### src/hw/rtl/oale_pkg.sv
package oale_pkg;

    localparam int MODE_W   = 3;
    localparam int DATA_W   = 32;
    localparam int POS_W    = 4;
    localparam int FILL_W   = 5;
    localparam int MATCH_W  = 5;

    // search reports at most this many matches
    localparam int RESULT_LIMIT = 16;

    typedef enum logic [MODE_W-1:0] {
        MODE_APPEND = 3'd0,
        MODE_POP    = 3'd1,
        MODE_INSERT = 3'd2,
        MODE_DELETE = 3'd3,
        MODE_READ   = 3'd4,
        MODE_SEARCH = 3'd5
    } t_mode;

    typedef enum logic [2:0] {
        ST_OK       = 3'd0,
        ST_RANGE    = 3'd1,
        ST_FULL     = 3'd2,
        ST_EMPTY    = 3'd3,
        ST_NOTFOUND = 3'd4
    } t_status;

    typedef enum logic [2:0] {
        S_IDLE,
        S_READ,
        S_SHIFT_UP,
        S_PLACE,
        S_DEL_GRAB,
        S_SHIFT_DN,
        S_SEARCH,
        S_FLUSH
    } t_state;

    typedef struct packed {
        t_status                   status;
        logic signed [DATA_W-1:0]  data;
        logic [POS_W-1:0]          position;
        logic [FILL_W-1:0]         fill_count;
        logic                      last;
    } t_result;

endpackage

### src/hw/rtl/oale_mem.sv
module oale_mem
    import oale_pkg::*;
#(
    parameter int DEPTH = 16,
    parameter int AW    = 4
) (
    input  logic                     i_clk,
    input  logic                     i_we,
    input  logic [AW-1:0]            i_waddr,
    input  logic signed [DATA_W-1:0] i_wdata,
    input  logic [AW-1:0]            i_raddr,
    output logic signed [DATA_W-1:0] o_rdata
);

    logic signed [DATA_W-1:0] r_mem [DEPTH];
    logic signed [DATA_W-1:0] r_rdata;

    always_ff @(posedge i_clk) begin
        if (i_we) begin
            r_mem[i_waddr] <= i_wdata;
        end
    end

    always_ff @(posedge i_clk) begin
        r_rdata <= r_mem[i_raddr];
    end

    assign o_rdata = r_rdata;

endmodule

### src/hw/rtl/oale_seq.sv
module oale_seq
    import oale_pkg::*;
#(
    parameter int CAPACITY = 16,
    parameter int AW       = 4,
    parameter int CW       = 5
) (
    input  logic                     i_clk,
    input  logic                     i_rst_n,
    input  logic                     i_start,
    input  logic [MODE_W-1:0]        i_mode,
    input  logic signed [DATA_W-1:0] i_value,
    input  logic [POS_W-1:0]         i_index,
    output logic                     o_busy,
    output logic                     o_mem_we,
    output logic [AW-1:0]            o_mem_waddr,
    output logic signed [DATA_W-1:0] o_mem_wdata,
    output logic [AW-1:0]            o_mem_raddr,
    input  logic signed [DATA_W-1:0] i_mem_rdata,
    output logic                     o_res_valid,
    output t_result                  o_res
);

    localparam int CMP_W = ((CW > POS_W) ? CW : POS_W) + 1;

    t_state                   r_state, n_state;
    logic [CW-1:0]            r_count, n_count;
    logic [CW-1:0]            r_ptr, n_ptr;
    logic [CW-1:0]            r_pend_pos, n_pend_pos;
    logic                     r_pend_valid, n_pend_valid;
    logic [MATCH_W-1:0]       r_nmatch, n_nmatch;
    logic [POS_W-1:0]         r_idx, n_idx;
    logic signed [DATA_W-1:0] r_val, n_val;
    logic signed [DATA_W-1:0] r_word, n_word;

    logic                     accept;
    logic                     full;
    logic                     empty;
    logic                     idx_gt_cnt;
    logic                     idx_ge_cnt;
    logic                     match;
    logic                     scan_end;
    logic                     limit_hit;
    logic                     up_done;
    logic                     dn_more;
    logic [FILL_W-1:0]        fc_cur, fc_inc, fc_dec;

    assign o_busy     = (r_state != S_IDLE);
    assign accept     = i_start && !o_busy;
    assign full       = (r_count >= CW'(CAPACITY));
    assign empty      = (r_count == '0);
    assign idx_gt_cnt = (CMP_W'(i_index) > CMP_W'(r_count));
    assign idx_ge_cnt = (CMP_W'(i_index) >= CMP_W'(r_count));
    assign match      = (i_mem_rdata == r_val);
    assign scan_end   = (CW'(r_ptr + 1'b1) == r_count);
    assign limit_hit  = match && (r_nmatch == MATCH_W'(RESULT_LIMIT - 1));
    assign up_done    = (CMP_W'(r_ptr) == CMP_W'(r_idx) + CMP_W'(1));
    assign dn_more    = (CW'(r_ptr + 1'b1) < r_count);
    assign fc_cur     = FILL_W'(r_count);
    assign fc_inc     = FILL_W'(r_count + 1'b1);
    assign fc_dec     = FILL_W'(r_count - 1'b1);

    always_ff @(posedge i_clk) begin
        if (!i_rst_n) begin
            r_state <= S_IDLE;
            r_count <= '0;
        end else begin
            r_state <= n_state;
            r_count <= n_count;
        end
    end

    always_ff @(posedge i_clk) begin
        r_ptr        <= n_ptr;
        r_pend_pos   <= n_pend_pos;
        r_pend_valid <= n_pend_valid;
        r_nmatch     <= n_nmatch;
        r_idx        <= n_idx;
        r_val        <= n_val;
        r_word       <= n_word;
    end

    // next state
    always_comb begin
        n_state = r_state;
        unique case (r_state)
            S_IDLE: begin
                if (accept) begin
                    unique case (i_mode)
                        MODE_POP: begin
                            if (!empty) n_state = S_READ;
                        end
                        MODE_INSERT: begin
                            if (!full && !idx_ge_cnt) n_state = S_SHIFT_UP;
                        end
                        MODE_DELETE: begin
                            if (!empty && !idx_ge_cnt) n_state = S_DEL_GRAB;
                        end
                        MODE_READ: begin
                            if (!empty && !idx_ge_cnt) n_state = S_READ;
                        end
                        MODE_SEARCH: begin
                            if (!empty) n_state = S_SEARCH;
                        end
                        default: n_state = S_IDLE;
                    endcase
                end
            end
            S_READ:     n_state = S_IDLE;
            S_SHIFT_UP: begin
                if (up_done) n_state = S_PLACE;
            end
            S_PLACE:    n_state = S_IDLE;
            S_DEL_GRAB: n_state = S_SHIFT_DN;
            S_SHIFT_DN: begin
                if (!dn_more) n_state = S_IDLE;
            end
            S_SEARCH: begin
                if (limit_hit || scan_end) n_state = S_FLUSH;
            end
            S_FLUSH:    n_state = S_IDLE;
            default:    n_state = S_IDLE;
        endcase
    end

    // datapath and outputs
    always_comb begin
        n_count      = r_count;
        n_ptr        = r_ptr;
        n_pend_pos   = r_pend_pos;
        n_pend_valid = r_pend_valid;
        n_nmatch     = r_nmatch;
        n_idx        = r_idx;
        n_val        = r_val;
        n_word       = r_word;
        o_mem_we     = 1'b0;
        o_mem_waddr  = AW'(r_ptr);
        o_mem_wdata  = i_mem_rdata;
        o_mem_raddr  = '0;
        o_res_valid  = 1'b0;
        o_res        = '{status: ST_OK, data: r_val, position: r_idx,
                         fill_count: fc_cur, last: 1'b1};
        unique case (r_state)
            S_IDLE: begin
                if (accept) begin
                    n_val = i_value;
                    n_idx = i_index;
                    unique case (i_mode)
                        MODE_APPEND: begin
                            o_res_valid = 1'b1;
                            if (full) begin
                                o_res = '{ST_FULL, i_value, '0, fc_cur, 1'b1};
                            end else begin
                                o_mem_we    = 1'b1;
                                o_mem_waddr = AW'(r_count);
                                o_mem_wdata = i_value;
                                n_count     = CW'(r_count + 1'b1);
                                o_res = '{ST_OK, i_value, POS_W'(r_count), fc_inc, 1'b1};
                            end
                        end
                        MODE_POP: begin
                            if (empty) begin
                                o_res_valid = 1'b1;
                                o_res = '{ST_EMPTY, '0, '0, fc_cur, 1'b1};
                            end else begin
                                n_count     = CW'(r_count - 1'b1);
                                o_mem_raddr = AW'(r_count - 1'b1);
                                n_idx       = POS_W'(r_count - 1'b1);
                            end
                        end
                        MODE_INSERT: begin
                            if (full) begin
                                o_res_valid = 1'b1;
                                o_res = '{ST_FULL, i_value, i_index, fc_cur, 1'b1};
                            end else if (idx_gt_cnt) begin
                                o_res_valid = 1'b1;
                                o_res = '{ST_RANGE, i_value, i_index, fc_cur, 1'b1};
                            end else if (!idx_ge_cnt) begin
                                n_ptr       = r_count;
                                o_mem_raddr = AW'(r_count - 1'b1);
                            end else begin
                                // index equal to the count: plain append
                                o_res_valid = 1'b1;
                                o_mem_we    = 1'b1;
                                o_mem_waddr = AW'(r_count);
                                o_mem_wdata = i_value;
                                n_count     = CW'(r_count + 1'b1);
                                o_res = '{ST_OK, i_value, i_index, fc_inc, 1'b1};
                            end
                        end
                        MODE_DELETE, MODE_READ: begin
                            if (empty) begin
                                o_res_valid = 1'b1;
                                o_res = '{ST_EMPTY, '0, i_index, fc_cur, 1'b1};
                            end else if (idx_ge_cnt) begin
                                o_res_valid = 1'b1;
                                o_res = '{ST_RANGE, '0, i_index, fc_cur, 1'b1};
                            end else begin
                                o_mem_raddr = AW'(i_index);
                                n_ptr       = CW'(i_index);
                            end
                        end
                        MODE_SEARCH: begin
                            if (empty) begin
                                o_res_valid = 1'b1;
                                o_res = '{ST_NOTFOUND, i_value, '0, fc_cur, 1'b1};
                            end else begin
                                o_mem_raddr  = '0;
                                n_ptr        = '0;
                                n_nmatch     = '0;
                                n_pend_valid = 1'b0;
                            end
                        end
                        default: begin
                        end
                    endcase
                end
            end
            S_READ: begin
                o_res_valid = 1'b1;
                o_res = '{ST_OK, i_mem_rdata, r_idx, fc_cur, 1'b1};
            end
            S_SHIFT_UP: begin
                o_mem_we    = 1'b1;
                o_mem_waddr = AW'(r_ptr);
                o_mem_wdata = i_mem_rdata;
                o_mem_raddr = AW'(r_ptr - 2'd2);
                n_ptr       = CW'(r_ptr - 1'b1);
            end
            S_PLACE: begin
                o_mem_we    = 1'b1;
                o_mem_waddr = AW'(r_idx);
                o_mem_wdata = r_val;
                n_count     = CW'(r_count + 1'b1);
                o_res_valid = 1'b1;
                o_res = '{ST_OK, r_val, r_idx, fc_inc, 1'b1};
            end
            S_DEL_GRAB: begin
                n_word      = i_mem_rdata;
                o_mem_raddr = AW'(r_ptr + 1'b1);
            end
            S_SHIFT_DN: begin
                if (dn_more) begin
                    o_mem_we    = 1'b1;
                    o_mem_waddr = AW'(r_ptr);
                    o_mem_wdata = i_mem_rdata;
                    o_mem_raddr = AW'(r_ptr + 2'd2);
                    n_ptr       = CW'(r_ptr + 1'b1);
                end else begin
                    n_count     = CW'(r_count - 1'b1);
                    o_res_valid = 1'b1;
                    o_res = '{ST_OK, r_word, r_idx, fc_dec, 1'b1};
                end
            end
            S_SEARCH: begin
                o_mem_raddr = AW'(r_ptr + 1'b1);
                n_ptr       = CW'(r_ptr + 1'b1);
                if (match) begin
                    // previous match goes out, this one waits to learn if it is final
                    o_res_valid  = r_pend_valid;
                    o_res = '{ST_OK, r_val, POS_W'(r_pend_pos), fc_cur, 1'b0};
                    n_pend_pos   = r_ptr;
                    n_pend_valid = 1'b1;
                    n_nmatch     = MATCH_W'(r_nmatch + 1'b1);
                end
            end
            S_FLUSH: begin
                o_res_valid = 1'b1;
                if (r_pend_valid) begin
                    o_res = '{ST_OK, r_val, POS_W'(r_pend_pos), fc_cur, 1'b1};
                end else begin
                    o_res = '{ST_NOTFOUND, r_val, '0, fc_cur, 1'b1};
                end
            end
            default: begin
            end
        endcase
    end

endmodule

### src/hw/rtl/ordered_array_list_engine_unit.sv
// Ordered list of signed 32-bit words, CAPACITY entries, with a fill count.
// Request channel: drive i_mode, i_value, i_index and raise start; the
// transaction is taken at a rising edge where start is high and busy low.
// Modes: append, pop, insert, delete, read, search; modes 6 and 7 are taken
// and dropped without a result.
// Result channel: o_strobe marks one result per cycle on o_status, o_data,
// o_position, o_fill_count, o_last; o_last flags the final result of a
// request. Results cannot be held off and leave the output register the
// cycle after they are formed.
// Steps: append, an insert at the count, a search of an empty list and any
// error form their result at accept; read and pop report the RAM word in
// S_READ; other inserts shift words up from the top (S_SHIFT_UP), then
// write the value (S_PLACE); delete grabs the word, then shifts the words
// above it down (S_SHIFT_DN). Search walks one word per cycle, holds each
// match until the next is found, and ends in S_FLUSH, sooner at the match
// limit. busy is high in every state but S_IDLE, so the next request is
// taken at the earliest at the edge that ends the final strobe. One RAM
// with one read and one write port moves a word per cycle.
// Reset (synchronous, i_rst_n low) empties the list; RAM contents are left
// as they are, and words past the fill count never reach a result.
module ordered_array_list_engine_unit
    import oale_pkg::*;
#(
    parameter int CAPACITY = 16
) (
    input  logic                     i_clk,
    input  logic                     i_rst_n,
    input  logic                     start,
    output logic                     busy,
    input  logic [MODE_W-1:0]        i_mode,
    input  logic signed [DATA_W-1:0] i_value,
    input  logic [POS_W-1:0]         i_index,
    output logic                     o_strobe,
    output logic [2:0]               o_status,
    output logic signed [DATA_W-1:0] o_data,
    output logic [POS_W-1:0]         o_position,
    output logic [FILL_W-1:0]        o_fill_count,
    output logic                     o_last
);

    localparam int AW = (CAPACITY > 1) ? $clog2(CAPACITY) : 1;
    localparam int CW = $clog2(CAPACITY + 1);

    logic                     mem_we;
    logic [AW-1:0]            mem_waddr;
    logic signed [DATA_W-1:0] mem_wdata;
    logic [AW-1:0]            mem_raddr;
    logic signed [DATA_W-1:0] mem_rdata;
    logic                     res_valid;
    t_result                  res;

    logic                     r_strobe;
    t_result                  r_res;

    oale_mem #(
        .DEPTH (CAPACITY),
        .AW    (AW)
    ) u_mem (
        .i_clk   (i_clk),
        .i_we    (mem_we),
        .i_waddr (mem_waddr),
        .i_wdata (mem_wdata),
        .i_raddr (mem_raddr),
        .o_rdata (mem_rdata)
    );

    oale_seq #(
        .CAPACITY (CAPACITY),
        .AW       (AW),
        .CW       (CW)
    ) u_seq (
        .i_clk       (i_clk),
        .i_rst_n     (i_rst_n),
        .i_start     (start),
        .i_mode      (i_mode),
        .i_value     (i_value),
        .i_index     (i_index),
        .o_busy      (busy),
        .o_mem_we    (mem_we),
        .o_mem_waddr (mem_waddr),
        .o_mem_wdata (mem_wdata),
        .o_mem_raddr (mem_raddr),
        .i_mem_rdata (mem_rdata),
        .o_res_valid (res_valid),
        .o_res       (res)
    );

    always_ff @(posedge i_clk) begin
        if (!i_rst_n) begin
            r_strobe <= 1'b0;
        end else begin
            r_strobe <= res_valid;
        end
    end

    always_ff @(posedge i_clk) begin
        if (res_valid) begin
            r_res <= res;
        end
    end

    assign o_strobe     = r_strobe;
    assign o_status     = r_res.status;
    assign o_data       = r_res.data;
    assign o_position   = r_res.position;
    assign o_fill_count = r_res.fill_count;
    assign o_last       = r_res.last;

endmodule
### config.mk
export PLATFORM = sky130hd
export DESIGN_NAME = ordered_array_list_engine_unit
export DESIGN_NICKNAME = d
export VERILOG_FILES = /design/src/hw/rtl/oale_pkg.sv /design/src/hw/rtl/oale_mem.sv /design/src/hw/rtl/oale_seq.sv /design/src/hw/rtl/ordered_array_list_engine_unit.sv
export SDC_FILE = /design/constraint.sdc
export NUM_CORES = 1
export LEC_CHECK = 0
export ABC_AREA = 1
export BUFFER_PORTS_ARGS = -buffer_cell sky130_fd_sc_hd__buf_4
export CORE_MARGIN = 5
export CORE_UTILIZATION = 28
export CTS_BUF_LIST = sky130_fd_sc_hd__clkbuf_8 sky130_fd_sc_hd__clkbuf_16
export CTS_CLUSTER_DIAMETER = 40
export CTS_CLUSTER_SIZE = 12
export DETAILED_ROUTE_END_ITERATION = 7
export MAX_ROUTING_LAYER = met4
export PLACE_DENSITY = 0.5
export SYNTH_ARGS = -nofsm -noshare
export SYNTH_HDL_FRONTEND = slang
export SYNTH_HIERARCHICAL = 1
export SYNTH_SLANG_ARGS = --single-unit
### constraint.sdc
create_clock -name i_clk -period 4.2 [get_ports i_clk]
set_input_delay 0.63 -clock i_clk [delete_from_list [all_inputs] [get_ports i_clk]]
set_output_delay 0.63 -clock i_clk [all_outputs]
set_load 0.005 [all_outputs]
# After elaboration in Yosys (flattened, before gate mapping)
# Memory sizes are Yosys's and may differ from the RTL's. A register that Yosys moved wholly into a read port is not among the register bits.
# Cells that the tools add are included.
# W data, S select, Z words.
dict set report totals {
  regBits 137
  ram_bits 512
  input_bits 42
  out_inout_bits 47
  word_cells 191
  mem_count 1
}
dict set report op_classes {
  addsub 8
  order_cmp 4
  n_eq_ne 38
  mux 98
  reduce_logical 27
}
# memory words width rd rd_ports_with_merged_regs write_ports line
set memory_table {}
lappend memory_table {u_mem.r_mem 16 32 1 1 1 oale_mem.sv:15} ;# logic signed [DATA_W-1:0] r_mem [DEPTH];
# cell count
set ops {}
lappend ops {{$mux W45} 6}
lappend ops {{$pmux W45 S6} 1}
lappend ops {{$pmux W45 S5} 1}
lappend ops {{$mux W32} 5}
lappend ops {{$pmux W32 S2} 2}
lappend ops {{$mux W5} 18}
lappend ops {{$mux W44} 2}
lappend ops {{$mux W42} 2}
lappend ops {{$mux W4} 15}
lappend ops {{$pmux W5 S3} 3}
lappend ops {{$mux W43} 1}
lappend ops {{$eq A32 B32 Y1} 1}
lappend ops {{$mux W3} 9}
lappend ops {{$ne A3 B3 Y1 const B} 8}
lappend ops {{$pmux W5 S4} 1}
lappend ops {{$mux W1} 19}
lappend ops {{$eq A3 B3 Y1 const B} 6}
lappend ops {{$pmux W3 S6} 1}
lappend ops {{$reduce_and A9 Y1} 2}
lappend ops {{$pmux W4 S2} 2}
lappend ops {{$pmux W4 S4} 1}
lappend ops {{$add A5 B1 Y5 const B} 3}
lappend ops {{$pmux W3 S5} 1}
lappend ops {{$eq A3 B2 Y1 const B} 4}
lappend ops {{34 further kinds} 61}

# Depth between registers and ports, before layout
dict set report depth {
  ltp_word 9
  ltp_mapped 23
  mapped_depth_nobuf 20
}

# Modules after synthesis
# The synthesis kept the hierarchy.
# mod instances cells_each area_per_inst_um2 seq_area_each_um2
set by_module_without_submodules {}
lappend by_module_without_submodules {oale_mem 1 2122 22748.1 16015.4}
lappend by_module_without_submodules {oale_seq 1 1203 8112.8 2652.5}
lappend by_module_without_submodules {ordered_array_list_engine_unit 1 48 1378.8 1371.3}

# Least setup slack after synthesis
# Ideal clock, no wire load.
dict set report synth_path {
  path_kind {input -> register}
  startpoint {input port start}
  endpoint {memory u_mem.r_mem[13][0] (enable)}
  setup_time_ps 421
  arrival_time_ps 3768
  t_required_ps 3779
  path_slack_ps 11
  stages 11
  n_path_buf 1
  cell_sequence {inv_1 nor2_4 nand2_2 inv_1 nand2_1 clkbuf_1 o221ai_1 inv_1 nor2_1 nand2_1 nor2_1}
}
dict set report synth_between {
  word_cells_on_any_way 7
  cone_classes {mux (6); reduce/logical (1)}
}
# element line
set synth_lines {}
lappend synth_lines {{start: declaration} ordered_array_list_engine_unit.sv:28} ;# input logic start,
lappend synth_lines {{$logic_and A1 B1 Y1} oale_seq.sv:49} ;# assign accept = i_start && !o_busy;
lappend synth_lines {{$mux W4} oale_seq.sv:145} ;# if (accept) begin
lappend synth_lines {{$pmux W4 S2} oale_seq.sv:143} ;# unique case (r_state)
lappend synth_lines {{via mem_waddr[0]} ordered_array_list_engine_unit.sv:45} ;# logic [AW-1:0] mem_waddr;
lappend synth_lines {{end: declaration} oale_mem.sv:15}
# The timed path passes the listed nets, and every way through them passes these cells.

# Final worst setup path
dict set report layout_path {
  startpoint {register u_seq.r_ptr[0]}
  endpoint {register u_mem.r_rdata[4], in the netlist u_mem/o_rdata[4] (read register of u_mem.r_mem)}
}
dict set report layout_between {
  elab_chain_cells 4
  word_cells_on_any_way 6
  cone_classes {add/sub (3); order compare (1); mux (2)}
}
# element line
set layout_lines {}
lappend layout_lines {{start: declaration} oale_seq.sv:28} ;# logic [CW-1:0] r_ptr, n_ptr;
lappend layout_lines {{start signal: assignment} oale_seq.sv:74} ;# r_ptr <= n_ptr;
lappend layout_lines {{$add A5 B1 Y5} oale_seq.sv:58} ;# assign dn_more = (CW'(r_ptr + 1'b1) < r_count);
lappend layout_lines {{$lt A5 B5 Y1} oale_seq.sv:58}
lappend layout_lines {{$mux W4} oale_seq.sv:243} ;# if (dn_more) begin
lappend layout_lines {{$pmux W4 S4 *} oale_seq.sv:143}
lappend layout_lines {{via mem_raddr[0]} ordered_array_list_engine_unit.sv:47} ;# logic [AW-1:0] mem_raddr;
lappend layout_lines {{end: declaration} oale_mem.sv:16} ;# logic signed [DATA_W-1:0] r_rdata;
# Mark *: on every way through the listed nets, which the timed path passes. The rest lies on a longest branch.
# A chain may end at the register's enable or synchronous reset.

==> results.toml <==
[sta]
finalCritPeriodShare_pct = 93.4
slew_viol_final = 0
worst_clock_skew_ps = 36.7
fin_tns_setup_ps = 0
relSlewSlack_pct = 39.7
rsz0062_at_grt = "no"
fmax_ghz = 0.255
worst-slew-pin-transition_ps = 895
finalHoldViolCount = 0
finalSetupViolations = 0
period_needed_ps = 3920

[synth]
synth_ff_type = "edfxtp_1"
synth-seq-area-share_pct = 62.2
synth_warnings = 6
synthArstFlopShare_pct = 0
ys_ff_latch = 681
avgSynthCellArea_um2 = 9.56
yosys.area.top_type_share_pct = 59.6
synthMostInstantiatedCell = "nand2_1"
synth.area.top_cells = "edfxtp_1 (60%), nand2_1 (12%), nand3_1 (6.8%)"
synthCells = 3373
synth_area_mm2 = 0.0322
synth_edf_count = 640
synth_cell_type_count = 50
yosys.area.top_type = "edfxtp_1"
synth_common_cells = "nand2_1 (1,039), edfxtp_1 (640), inv_1 (534), nand3_1 (441), nor2_1 (103)"
synth_fp_nets = 3435

[worst_setup_path]
slowest_stage = "edfxtp_1"
endpoint_kind = "register"
cpPeakStageDelay_ps = 580
cpLargestDelayFamily = "simple AND/OR/NAND/NOR gates"
worstSetupStartpointType = "register"
worst_ep_required_time_ps = 4730
crit_buf_inv = 3
cp.arrival_ps = 4450
critPathMaxFanout = 66
crit_type = "reg -> reg"
cp_cell_sequence = "ha_1, nand3_1, xor2_1, inv_1, ha_1, a21oi_1, nand4_2, nand2_1, nand2_1, o211ai_1, buf_12, clkbuf_8, nand2_1, nand3_1, nand3_1, nand3_1, nand2_1"

[die]
chipHeight_um = 349
start_util_pct = 28.2
die_w_um = 349
die_area_mm2 = 0.122
io_pins = 89
coreArea_mm2 = 0.114
row_count = 124

[cts]
clock-sinks = 681
cts_htree_levels = 3
cts_tree = "built"
clk_pin_slew_ps = 60
hold_buffers = 0
clk_latency_ps = 660
cts_buffers = 108
cts_buffer_depth = 3
post_cts_resized = 0
root_buffer = "clkbuf_16"
cts_setup_buffers = 0

[cells_and_area]
instances_no_fill = 5151
nets = 3606
finalCoreUtilization_pct = 34.3
area_growth_pct = 21.7
drive_gt1_share_pct = 13.0

[grt]
busiest_layer = "met2"
overflow = 0
grt_pass1_wl_mm = 149
use_met2_pct = 25.5
first_global_vias = 22807
antenna_found_initial = 1
track_usage_pct = 16.5
use_met1_pct = 22.5
grt_max_degree = 67
grtUsageMet3_pct = 2.26

[pwr]
power_density_mw_per_mm2 = 834
ir_drop_v = 0.000513
power.leakage_nw = 16.6

[placed_design]
hpwl_mm = 62.7
placed_cells = 4946
gp_congestion = 0.891
io_buffers = 88

[drt]
avgRoutedWirePerCell_um = 19.6
firstDrtPassIters = 5
vias = 24134
drtIter0Drc = 2184
routed_wl_mm = 101
drc = 0
via_per_inst = 4.69
ant_nets = 0

[flow_run]
maxCapViolCount = 0

[hold_path]
min_path_type = "in -> reg"

[run_status]
status = "finished clean"
==> kinds of logic after synthesis <==
logic type                 share of synthesized area [%]
AOI/OAI and AO/OA                                   5.67
xor gates and xnor gates                           0.625
and+or+nand+nor                                     21.4
buffers and inverters                               9.34
DFF                                                 62.2
adders and majority gates                          0.776
==> where the power goes <==
part | total [mW] | internal, mW | switching, mW
sequential | 10.7 | 10.0 | 0.721
clock | 9.36 | 5.98 | 3.38
combinational | 12.7 | 3.74 | 8.91
total | 32.7 | 19.7 | 13.0
==> flip-flops by register name, summed over array words and instances, names as in the netlist, 3 cells and up <==
signal and cells:
o_status 3, o_position 4, u_seq/r_nmatch 5, u_seq/r_word 32, u_mem/o_rdata 32, u_mem/r_mem 512
u_seq/fc_cur 5, u_seq/r_pend_pos 4, o_fill_count 5, u_seq/r_idx 4, u_seq/r_ptr 5, u_seq/r_state 3
o_data 32, u_seq/r_val 32
==> path summary, 6_finish.rpt <==
| path | start | end | slack (ps) | depth (start not counted) |
|---|---|---|---|---|
| worst max-delay path | u_seq/r_ptr[0] | u_mem/o_rdata[4] | 280 | 17 |
| worst min-delay path | i_value[11] | u_seq/r_val[11] | 160 | 1 |
| worst max register to register | u_seq/r_ptr[0] | u_mem/o_rdata[4] | 280 | 17 |
| worst min register to register | u_mem/o_rdata[20] | u_seq/r_word[20] | 500 | 0 |
==> per-layer routing <==
metal / part of all wire (%) / up-vias / routed length (µm)
li1: - / 11533 / -
met1: 45 / 11588 / 45000
met2: 46 / 841 / 45900
met3: 6.8 / 172 / 6840
met4: 3.1 / 0 / 3090
met5: 0 / - / 0
==> cell type report <==
class	count	area, µm²
clock inverter	89	1020
sequential	681	20000
inverter	559	2110
fill	11509	75100
tap	1512	1890
timing repair buffer	207	1970
multi-input combinational	1987	9360
clock buffer	115	2830
antenna	1	2.50
==> layout by cell type (no fill, tap or decap), types with 10 or more instances in the layout <==
| master | instances |
|---|---|
| buf_4 | 173 |
| o221ai_1 | 20 |
| nand3_1 | 439 |
| clkbuf_16 | 111 |
| ha_1 | 20 |
| inv_6 | 15 |
| nor2_1 | 86 |
| a211oi_1 | 12 |
| bufinv_16 | 17 |
| edfxtp_1 | 640 |
| nor2_4 | 21 |
| nand4_1 | 12 |
| a21oi_1 | 64 |
| buf_12 | 33 |
| inv_2 | 23 |
| clkinv_1 | 10 |
| o22ai_1 | 37 |
| dfxtp_1 | 41 |
| nand2_1 | 1038 |
| o211ai_1 | 36 |
| clkinv_2 | 14 |
| nor3_1 | 17 |
| inv_1 | 539 |
| clkinvlp_4 | 11 |
| xnor2_1 | 15 |
| nor2_2 | 10 |
| clkinv_4 | 11 |
| o21ai_0 | 87 |
==> worst register-to-register path, delay by kind of cell (launching register included) <==
family / cells / cell delay, ps
compound gates: 2 / 440
flops: 1 / 580
fa+ha+maj: 2 / 610
buf+inv: 3 / 810
xor+xnor: 1 / 160
simple gates: 9 / 1200
==> per-stage QoR <==
| step | total power, mW | setup slack (ps) | area (µm²) | hold WS, ps |
|---|---|---|---|---|
| finish | 32.7 | 275 | 39200 | 162 |
| global route | 34.5 | 15.8 | 39200 | 136 |
| CTS | 32.9 | 5.27 | 39200 | 117 |
| detailed placement | 23.5 | 28.2 | 35400 | 480 |
| global placement | 23.5 | 33.9 | 35400 | 468 |
| floorplan | 18.1 | 10.9 | 32200 | 424 |
Note: power is estimated with default switching activity, not from simulation.
